===== src/rtl/teq_pkg.sv =====
// ----------------------------------------------------------------------------
// teq_pkg
// Shared command codes, status codes and scan state for the timed event queue.
// ----------------------------------------------------------------------------
package teq_pkg;

  localparam int unsigned MAX_FIRE = 16;

  typedef enum logic [2:0] {
    K_SCHED    = 3'd0,
    K_CAN_ID   = 3'd1,
    K_CAN_TYPE = 3'd2,
    K_EXISTS   = 3'd3,
    K_POSTPONE = 3'd4,
    K_TICK     = 3'd5,
    K_CLEAR    = 3'd6
  } kind_t;

  typedef enum logic [1:0] {
    ST_OK       = 2'd0,
    ST_NOTFOUND = 2'd1,
    ST_FULL     = 2'd2,
    ST_NONE     = 2'd3
  } status_t;

  typedef enum logic [4:0] {
    S_IDLE  = 5'b00001,
    S_SCAN  = 5'b00010,
    S_DRAIN = 5'b00100,
    S_APPLY = 5'b01000,
    S_OUT   = 5'b10000
  } state_t;

endpackage


===== src/rtl/teq_mem.sv =====
// ----------------------------------------------------------------------------
// teq_mem
// Entry store: one synchronous-read memory holding id, type, code, due time,
// period and rank of each entry. Valid bits live in the controller.
// ----------------------------------------------------------------------------
module teq_mem #(
  parameter int DEPTH     = 16,
  parameter int TIME_BITS = 32
) (
  input  logic                     clk,
  input  logic                     we,
  input  logic [$clog2(DEPTH)-1:0] waddr,
  input  logic [16+8+16+2*TIME_BITS+32-1:0] wdata,
  input  logic [$clog2(DEPTH)-1:0] raddr,
  output logic [16+8+16+2*TIME_BITS+32-1:0] rdata
);
  localparam int W = 16 + 8 + 16 + 2 * TIME_BITS + 32;

  logic [W-1:0] mem [DEPTH];

  always_ff @(posedge clk) begin
    if (we) mem[waddr] <= wdata;
    rdata <= mem[raddr];
  end
endmodule


===== src/rtl/timed_event_queue.sv =====
// ----------------------------------------------------------------------------
// timed_event_queue
// Table of timed events ordered by due time, then by insertion rank.
// ----------------------------------------------------------------------------
// Every lookup command sweeps the entry memory once, one entry a cycle through
// the single read port, then passes the drain and decide states before its
// result is registered. Schedule picks the lowest free entry from the valid
// flops and needs no sweep; schedule, clear and unknown commands answer the
// next cycle. A tick sweeps once per fired event and once more to learn whether
// anything else is due; at the cap of 16 firings that last sweep is skipped.
// Each firing is held one sweep behind so the final one can carry last, and a
// sweep waits in drain until the previous firing has been taken. The result
// register holds a finished transaction until taken; the next item is taken
// once the last result of the previous one has left. Valid bits are cleared at
// reset and by clear.
module timed_event_queue
  import teq_pkg::*;
#(
  parameter int DEPTH     = 16,
  parameter int TIME_BITS = 32
) (
  input  logic        clk,
  input  logic        rst,
  input  logic        in_valid,
  output logic        in_ready,
  input  logic [2:0]  kind,
  input  logic [15:0] event_id,
  input  logic        id_given,
  input  logic [7:0]  event_type,
  input  logic [15:0] code_handle,
  input  logic [31:0] time_value,
  input  logic [31:0] interval,
  output logic        out_valid,
  input  logic        out_ready,
  output logic [1:0]  status,
  output logic        found,
  output logic [15:0] result_id,
  output logic [7:0]  result_type,
  output logic [15:0] result_code,
  output logic        last
);
  localparam int AW = $clog2(DEPTH);
  localparam int TB = TIME_BITS;
  localparam int W  = 16 + 8 + 16 + 2 * TB + 32;
  localparam int CW = $clog2(DEPTH + 1);
  localparam int FW = $clog2(MAX_FIRE + 1);

  state_t            state;
  logic [DEPTH-1:0]  valid;
  logic [31:0]       order_counter;
  logic [15:0]       next_auto_id;

  // latched command
  logic [2:0]  c_kind;
  logic [15:0] c_id;
  logic [7:0]  c_type;
  logic [TB-1:0] c_tv;

  // sweep
  logic [CW-1:0] rcnt;     // read address counter
  logic          rv;       // read data valid this cycle
  logic [AW-1:0] raddr_q;  // address of data on rdata
  logic          hit;
  logic [AW-1:0] best;
  logic [TB-1:0] best_due;
  logic [31:0]   best_ord;
  logic [W-1:0]  best_data;
  logic [FW-1:0] nfire;
  logic          any;

  // firing held back until the next sweep tells whether it is the last
  logic [15:0]   p_id;
  logic [7:0]    p_type;
  logic [15:0]   p_code;

  logic          we;
  logic [AW-1:0] waddr;
  logic [W-1:0]  wdata;
  logic [AW-1:0] raddr;
  logic [W-1:0]  rdata;

  teq_mem #(.DEPTH(DEPTH), .TIME_BITS(TB)) u_mem (
    .clk, .we, .waddr, .wdata, .raddr, .rdata
  );

  // field slices of a memory word: id, type, code, due, period, rank
  logic [15:0]   r_id;
  logic [7:0]    r_type;
  logic [15:0]   r_code;
  logic [TB-1:0] r_due;
  logic [TB-1:0] r_per;
  logic [31:0]   r_ord;
  assign {r_id, r_type, r_code, r_due, r_per, r_ord} = rdata;

  logic [15:0]   b_id;
  logic [7:0]    b_type;
  logic [15:0]   b_code;
  logic [TB-1:0] b_due_w;
  logic [TB-1:0] b_per;
  logic [31:0]   b_ord;
  assign {b_id, b_type, b_code, b_due_w, b_per, b_ord} = best_data;

  // lowest free entry
  logic          free_any;
  logic [AW-1:0] free_idx;
  always_comb begin
    free_any = 1'b0;
    free_idx = '0;
    for (int i = DEPTH - 1; i >= 0; i--) begin
      if (!valid[i]) begin
        free_any = 1'b1;
        free_idx = AW'(i);
      end
    end
  end

  logic [TB-1:0] tv_in;
  logic [TB-1:0] per_in;
  assign tv_in  = TB'(time_value);
  assign per_in = TB'(interval);

  logic is_cand;
  logic earlier_c;
  always_comb begin
    is_cand = rv && valid[raddr_q];
    case (c_kind)
      K_CAN_ID, K_EXISTS, K_POSTPONE: is_cand = is_cand && (r_id == c_id);
      K_CAN_TYPE:                     is_cand = is_cand && (r_type == c_type);
      default:                        ;
    endcase
    earlier_c = (r_due < best_due) || ((r_due == best_due) && (r_ord < best_ord));
  end

  assign raddr    = rcnt[AW-1:0];
  assign in_ready = (state == S_IDLE) && !out_valid;

  always_comb begin
    we    = 1'b0;
    waddr = '0;
    wdata = '0;
    if (state == S_IDLE && in_valid && in_ready && kind_t'(kind) == K_SCHED) begin
      we    = free_any;
      waddr = free_idx;
      wdata = {(id_given ? event_id : next_auto_id), event_type, code_handle,
               tv_in, per_in, order_counter + 32'd1};
    end else if (state == S_APPLY && hit) begin
      // write back a postponed entry, or a periodic entry that fires now
      we    = (c_kind == K_POSTPONE) ||
              (c_kind == K_TICK && b_per != '0 && b_due_w <= c_tv);
      waddr = best;
      wdata = {b_id, b_type, b_code,
               (c_kind == K_POSTPONE) ? (b_due_w + c_tv) : (c_tv + b_per),
               b_per, b_ord};
    end
  end

  always_ff @(posedge clk) begin
    if (rst) begin
      state         <= S_IDLE;
      valid         <= '0;
      order_counter <= '0;
      next_auto_id  <= '0;
      out_valid     <= 1'b0;
      rv            <= 1'b0;
    end else begin
      if (out_valid && out_ready) out_valid <= 1'b0;
      case (state)
        S_IDLE: begin
          if (in_valid && in_ready) begin
            c_kind <= kind;
            c_id   <= event_id;
            c_type <= event_type;
            c_tv   <= tv_in;
            nfire  <= '0;
            status <= ST_OK;
            found  <= 1'b0;
            result_id   <= '0;
            result_type <= '0;
            result_code <= '0;
            last   <= 1'b1;
            case (kind_t'(kind))
              K_SCHED: begin
                out_valid <= 1'b1;
                if (free_any) begin
                  valid[free_idx] <= 1'b1;
                  order_counter   <= order_counter + 32'd1;
                  if (!id_given) next_auto_id <= next_auto_id + 16'd1;
                  result_id <= id_given ? event_id : next_auto_id;
                end else begin
                  status <= ST_FULL;
                end
              end
              K_CLEAR: begin
                valid     <= '0;
                out_valid <= 1'b1;
              end
              K_CAN_ID, K_CAN_TYPE, K_EXISTS, K_POSTPONE, K_TICK: begin
                rcnt  <= '0;
                hit   <= 1'b0;
                any   <= 1'b0;
                state <= S_SCAN;
              end
              default: out_valid <= 1'b1;
            endcase
          end
        end
        S_SCAN: begin
          // issue one read a cycle; compare the word read the cycle before
          rv      <= 1'b1;
          raddr_q <= raddr;
          rcnt    <= rcnt + CW'(1);
          if (rcnt == CW'(DEPTH - 1)) state <= S_DRAIN;
        end
        S_DRAIN: begin
          // hold until the last word is compared and the held firing is taken
          rv <= 1'b0;
          if (!rv && !out_valid) state <= S_APPLY;
        end
        S_APPLY: begin
          case (c_kind)
            K_CAN_ID, K_CAN_TYPE: begin
              status    <= any ? ST_OK : ST_NOTFOUND;
              out_valid <= 1'b1;
              state     <= S_IDLE;
            end
            K_EXISTS, K_POSTPONE: begin
              status    <= hit ? ST_OK : ST_NOTFOUND;
              found     <= hit;
              out_valid <= 1'b1;
              state     <= S_IDLE;
            end
            default: begin // tick
              if (hit && b_due_w <= c_tv) begin
                if (b_per == '0) valid[best] <= 1'b0;
                p_id   <= b_id;
                p_type <= b_type;
                p_code <= b_code;
                nfire  <= nfire + FW'(1);
                if (nfire != '0) begin
                  // another firing follows: release the held one as not last
                  status      <= ST_OK;
                  result_id   <= p_id;
                  result_type <= p_type;
                  result_code <= p_code;
                  last        <= 1'b0;
                  out_valid   <= 1'b1;
                end
                if (nfire == FW'(MAX_FIRE - 1)) begin
                  state <= S_OUT;
                end else begin
                  rcnt  <= '0;
                  hit   <= 1'b0;
                  state <= S_SCAN;
                end
              end else if (nfire == '0) begin
                // nothing due at all: close the transaction
                status      <= ST_NONE;
                result_id   <= '0;
                result_type <= '0;
                result_code <= '0;
                last        <= 1'b1;
                out_valid   <= 1'b1;
                state       <= S_IDLE;
              end else begin
                state <= S_OUT;
              end
            end
          endcase
        end
        S_OUT: begin
          // the held firing becomes last once the one before it has left
          if (!out_valid) begin
            status      <= ST_OK;
            result_id   <= p_id;
            result_type <= p_type;
            result_code <= p_code;
            last        <= 1'b1;
            out_valid   <= 1'b1;
            state       <= S_IDLE;
          end
        end
        default: state <= S_IDLE;
      endcase

      // per-word sweep action
      if (is_cand) begin
        case (c_kind)
          K_CAN_ID, K_CAN_TYPE: begin
            valid[raddr_q] <= 1'b0;
            any            <= 1'b1;
          end
          default: begin
            if (!hit || earlier_c) begin
              hit       <= 1'b1;
              best      <= raddr_q;
              best_due  <= r_due;
              best_ord  <= r_ord;
              best_data <= rdata;
            end
          end
        endcase
      end
    end
  end
endmodule


===== config.mk =====
export PLATFORM = sky130hd
export DESIGN_NAME = timed_event_queue
export DESIGN_NICKNAME = d
export VERILOG_FILES = /design/src/rtl/teq_pkg.sv /design/src/rtl/teq_mem.sv /design/src/rtl/timed_event_queue.sv
export SDC_FILE = /design/constraint.sdc
export NUM_CORES = 2
export LEC_CHECK = 0
export ABC_CLOCK_PERIOD_IN_PS = 22700
export BUFFER_PORTS_ARGS = -buffer_cell sky130_fd_sc_hd__buf_2
export CAP_MARGIN = 20
export CORE_MARGIN = 2
export CORE_UTILIZATION = 55
export DETAILED_ROUTE_END_ITERATION = 10
export PLACE_DENSITY = 0.71
export SLEW_MARGIN = 10
export SYNTH_ARGS = -nofsm -noshare
export SYNTH_HDL_FRONTEND = slang
export SYNTH_SLANG_ARGS = --single-unit

===== constraint.sdc =====
create_clock -name clk -period 22.7 [get_ports clk]
set_input_delay 1.135 -clock clk [delete_from_list [all_inputs] [get_ports clk]]
set_output_delay 1.135 -clock clk [all_outputs]
set_load 0.01 [all_outputs]

After elaboration in Yosys (flattened, before gate mapping)
Memory sizes are Yosys's and may differ from the RTL's. A register that Yosys moved wholly into a read port is not among the register bits.
Index checks and enable logic that the tools add are counted.
{ "totals": {"mem_count": 1, "register_bits": 434, "input_bits": 112, "wordCells": 285, "rom_bits": 0, "ram_bits": 2176, "latchBits": 0, "out_inout_bits": 46} }
{ "mem_list": {"columns": ["memory", "depth", "word_bits", "read_ports", "rd_ports_with_merged_regs", "wr", "line", "rtl"], "rows": [
  ["u_mem.mem", 16, 136, 1, 1, 1, "teq_mem.sv:19", "logic [W-1:0] mem [DEPTH];"]
]} }
{ "op_classes": {"bitwise": 9, "shift": 0, "magnitude_cmp": 9, "mul": 0, "n_addsub": 6, "mux": 148, "n_eq_ne": 34, "n_div": 0, "n_reduce_logical": 50} }
{ "op_table": {"columns": ["cell", "count"], "rows": [
  ["two-way mux 16 bit", 22],
  ["two-way mux 136 bit", 2],
  ["case mux 16 bit (3 select lines)", 2],
  ["two-way mux 5 bit", 17],
  ["two-way mux 4 bit", 18],
  ["adder 32 bit", 2],
  ["less-than comparator 32 bit", 2],
  ["case mux 16 bit (2 select lines)", 2],
  ["two-way mux 1 bit", 55],
  ["two-way mux 8 bit", 6],
  ["adder 32 x 1 -> 32 bit, second input constant", 1],
  ["bitwise AND 16 bit", 2],
  ["== test 32 bit", 1],
  ["<= comparator 32 bit", 1],
  ["zero test 32 bit", 1],
  ["two-way mux 32 bit", 1],
  ["NOT 16 bit", 2],
  ["nonzero test 32 bit", 1],
  ["case mux 5 bit (5 select lines)", 1],
  ["case mux 8 bit (3 select lines)", 1],
  ["logical AND 1 bit", 18],
  ["adder 16 x 1 -> 16 bit, second input constant", 1],
  ["== test 16 bit", 1],
  ["OR 16 bit", 1],
  ["45 further kinds", 95]
]} }

Longest topological paths before layout
{ "depth": {"word_depth": 29, "depth_mapped": 17} }

By module
A second synthesis with hierarchy kept.
{ "unflattened": {"cells_unflattened": 5355, "hier_area_um2": 104453.9} }
{ "modules_own_cells": {"columns": ["mod", "cells_per_inst", "seq_area_each_um2", "n_inst", "area_each_um2"], "rows": [
  ["teq_mem", 3548, 68065.3, 1, 84347.1],
  ["timed_event_queue", 1807, 10400.0, 1, 20106.8]
]} }

Least setup slack after synthesis
OpenSTA, ideal clock, no wires.
{ "synth_path": {"path_type": "input-to-reg", "startpoint": "input kind[2]", "endpoint": "memory u_mem.mem[12][0] (netlist name) (enable)", "path_buffers": 0, "setup_ns": 0.634, "slack_ns": 13.930, "cell_stages": 7, "arrival_time_ns": 8.137, "path_cell_list": "nor3_1 > nand4_1 > nor2_1 > nand2_1 > o21ai_0 > nand2_1 > nor2_1"} }
{ "synth_between": {"elab_chain_len": 5, "word_cells_on_any_way": 6} }
{ "synth_lines": {"columns": ["item", "line", "rtl"], "rows": [
  ["start, declared", "timed_event_queue.sv:26", "input logic [2:0] kind,"],
  ["zero test 3 bit (*)", "timed_event_queue.sv:141", "if (state == S_IDLE && in_valid && in_ready && kind_t'(kind) == K_SCHED) begin"],
  ["logical AND 1 bit (*)", "timed_event_queue.sv:141", null],
  ["two-way mux 1 bit", "timed_event_queue.sv:141", null],
  ["two-way mux 1 bit", "teq_mem.sv:22", "if (we) mem[waddr] <= wdata;"],
  ["two-way mux 1 bit (not written as such)", "teq_mem.sv:22", null],
  ["end, declared", "teq_mem.sv:19", null]
]} }
Every way passes the cells marked *; elsewhere a longest branch is shown, timed or not.

==> flow_results.org <==
** Status
- The flow ran to the end, and the final reports show no timing, DRC or antenna violations.

** Yosys
- Avg Inst Size Synth :: 20.68 um2
- Post-Synthesis Net Count :: 5283
- Summing the areas of all compound-gate instances in the mapped netlist gives 3.064% of the synthesized area.
- Simple-Gate Fraction of Synth Area :: 2.743%
- Ys Warns :: 0
- Sequential elements use 75.33% of the synthesized area.
- Of the total synthesized cell area, the portion taken by full adders, half adders and majority gates is 1.629%.
- Mux cell area share after synthesis :: 14.99%
- The mapped netlist covers 104200 um2.
- Combinational family with the most area after synthesis :: multiplexers
- Number of distinct library cell variants in the gate-level netlist after synthesis :: 87
- Top FF cell, synth :: edfxtp_1
- Of all flip-flops after synthesis, the portion carrying an async set or reset was 0%.
- Flip-flop and latch count after synthesis :: 2682
- Gate Count Post-Synth :: 5036
- Count of flip-flops with a built-in enable after synthesis :: 2475
- Synth Area in XOR/XNOR :: 0.9837%

** Final layout
- The library cell used most frequently in the layout, excluding fill and tap cells, is edfxtp_1.
- At the end of the flow, the number of nets in the layout was 5644.
- Once layout is complete, the cells apart from fillers number 8100.
- Most used cells in the layout excluding fill and tap cells :: edfxtp_1, mux4_2, clkbuf_16
- At the end of the flow the core is filled with cells to 62.49%.
- Share of cells above drive strength 1 :: 25.52%
- Syn-to-layout area delta :: 12.78%

** Floorplanning
- Core ar. :: 188000 um2
- The initial utilization of the core area, before any placement, comes to 55.41%.
- The die is 439.2 um tall.
- In this run the core area contains 159 standard-cell rows.
- The floorplan step defined a die boundary enclosing 192900 um2.
- Number of top-level pins :: 158
- The die is 439.2 um wide.

** Global routing
- GRT Total Usage :: 25.71%
- Entering global routing, the biggest net connects 146 pins.
- For this run the aggregate overflow at the end of global routing stands at 0.
- Vias in the first global route :: 52334
- Number of antenna violations at the first check in global routing :: 10
- Wire length of the first global-routing pass :: 359.5 mm

** Power
- The internal portion of the total power is 8.233 mW.
- Power Density :: 88.40 nW/um2
- Switching power of the nets :: 2.152 mW
- The clock network accounts for 42.5% of the total power.
- Share of total power consumed by net switching :: 20.72%
- LEAKAGE :: 38.12 nW
- Share of total power in sequential cells :: 52.4%
- Combinational cells account for 5.0% of the total power.
- VDD sags by at most 0.06443 mV.

** Timing
- Hold timing on the final database bottoms out at a slack of 0.3938 ns.
- Final TNS setup :: 0 ns
- In this run the tightest slew margin relative to its limit is 17.42%.
- The number of hold violations in the final report came to 0.
- Smallest setup slack after layout :: 16.12 ns
- Max Clk Rate :: 0.1520 GHz
- After layout, the worst path uses 28.98% of the clock period.
- Time the worst path needs with I/O delays and setup :: 6.578 ns
- Finish-stage setup viols :: 0
- Setup repair after global routing left no endpoint under its margin.
- Number of max-slew violations in the final report :: 0
- Clock skew on the completed layout was measured at 0.06734 ns.
- At the pin with the least slew margin, the transition time is 1.239 ns.

** Route
- In the final routed layout, each cell accounts on average for 30.46 um.
- Via density per instance :: 6.408
- Remaining antenna violation count :: 0
- For this run, design rule violations remaining after detail routing come to 0.
- 1st-pass router iterations :: 5
- Wires add up to 246.7 mm.
- Total via count in the routed design :: 51901
- In this run, the number of DRC markers left after iteration 0 of detailed routing was 6595.

** Setup path
- STA classifies the critical path endpoint as a flop.
- Of all nets on the critical path, the largest fanout is 44.
- Category of the most critical setup path :: reg2reg
- Critical path data arrival time :: 7.12 ns
- The worst setup path is launched from a flop.
- Req. time, crit path :: 23.24 ns
- Counting cells, the worst reg-to-reg path comes to 10.

** Clock tree
- Number of hold-repair buffers added at the cts stage :: 0
- For this design, the sink count on the clock tree is 2682.
- TritonCTS clock tree :: yes
- The later pin in the worst-skew pair is clocked with a latency of 0.94 ns.
- Post-CTS repair changed the size of 0 cells.
- Number of H-tree levels :: 5
- Clock tree synthesis selected as its root buffer the cell clkbuf_16.
- Clock transition at the registers of the reported paths :: 0.07 ns
- In this run the post-CTS setup repair buffer count came out at 0.
- Clock tree synthesis inserted a total of 282 buffers.
- Maximum buffer depth of the clock tree :: 4

** Placed design
- Worst-case setup slack after placement :: 16.10 ns
- Placed instance count :: 7587
- In this run the tool buffered the top-level ports with 157 buffer cells.
- Summed over all nets, the half-perimeter wirelength after detailed placement is 135.2 mm.
- The congestion estimate from routability-driven global placement came to 0.9136.

** Min path
- The tightest min-delay check is of the reg2reg type.
- Along the worst hold path, the cell count comes to 0.

** Run
- Across the run, the number of max-cap violations was 0.
[worst max-delay path: stages, from the launching register on]
cell	delay, ns
edfxtp_1	0.40
ha_1	0.30
and3_1	0.16
nand3_1	0.11
nor4_1	1.01
nand2_1	0.47
a2111oi_2	0.71
o211ai_1	0.45
nor2_4	0.85
buf_4	0.80
buf_4	0.82
[per-stage QoR]
stage | instance area [um2] | power [mW]
after CTS | 117200 | 10.45
after global routing | 117500 | 10.66
after global placement | 108400 | 6.068
final | 117500 | 10.39
after detailed placement | 108500 | 6.071
after floorplan | 104200 | 5.898
[logic make-up after synthesis]
group	count (synthesis)
buffers and inverters	346
xor gates and xnor gates	117
and+or+nand+nor	573
muxes	705
adders and majority gates	135
DFF	2682
AOI/OAI and AO/OA	478
[worst paths after layout]
check	slack, ns	from	end
setup reg to reg	16.12	best_due[22]	u_mem.mem[6][9]
setup / recovery	16.12	best_due[22]	u_mem.mem[6][9]
hold / removal	0.39	u_mem.rdata[53]	best_data[53]
hold reg to reg	0.39	u_mem.rdata[53]	best_data[53]
[cell type report]
class	count	area (um2)
diodes	2	5.005
clock buffers	371	7774
clock inverters	119	1006
fillers	12546	70520
inverters	122	460.4
multi-input cells	2008	24600
flip-flops and latches	2682	78470
well taps	2495	3122
repair buffers	301	2039
[power groups by stage]
stage / clock, mW / sequential, mW / combinational, mW
CTS: 4.48 / 5.44 / 0.528
detailed placement: 0 / 5.55 / 0.523
global placement: 0 / 5.55 / 0.521
global route: 4.66 / 5.45 / 0.560
finish: 4.42 / 5.45 / 0.524
floorplan: 0 / 5.53 / 0.362
[synthesized netlist by cell type (4+ instances only)]
cell / instances / area share (%)
a2111oi_0: 6 / 0.050
a211o_1: 5 / 0.042
a211oi_1: 13 / 0.094
a21o_1: 49 / 0.35
a21oi_1: 82 / 0.39
a221oi_1: 7 / 0.059
a22o_1: 64 / 0.54
a31oi_1: 8 / 0.048
and2_1: 33 / 0.20
and3_1: 18 / 0.11
buf_1: 66 / 0.24
clkbuf_1: 153 / 0.55
dfxtp_1: 207 / 4.0
edfxtp_1: 2475 / 71
ha_1: 134 / 1.6
inv_1: 120 / 0.43
mux2i_1: 20 / 0.19
mux4_2: 684 / 15
nand2_1: 178 / 0.64
nand2b_1: 16 / 0.096
nand3_1: 41 / 0.20
nand3b_1: 4 / 0.029
nand4_1: 39 / 0.23
nor2_1: 138 / 0.50
nor2b_1: 14 / 0.084
nor3_1: 19 / 0.091
nor3b_1: 8 / 0.058
nor4_1: 17 / 0.10
o211ai_1: 9 / 0.065
o21a_1: 10 / 0.072
o21ai_0: 132 / 0.63
o21ai_1: 5 / 0.024
o22ai_1: 29 / 0.17
o2bb2ai_1: 16 / 0.13
o31ai_1: 7 / 0.050
or3_1: 20 / 0.12
xnor2_1: 70 / 0.59
xor2_1: 47 / 0.40
[registers in the layout, summed over array words and instances, names as in the netlist, 8 cells and up]
signal,cells
result_type,8
p_code,16
best_data,74
result_id,16
best_due,31
u_mem.mem,2176
c_type,8
c_tv,32
result_code,16
next_auto_id,16
c_id,16
best_ord,31
p_type,8
order_counter,32
p_id,16
valid,16
u_mem.rdata,136
[metal layers]
layer	up-vias	share of wire, %	wire length, um	track usage, %
met2	2526	48	119500	40.69
li1	21496	-	-	-
met1	27446	40	99560	37.23
met5	-	0	0	0
met4	0	3.4	8462	9.012
met3	433	7.8	19260	3.637
Power figures use the tool's default switching activity.
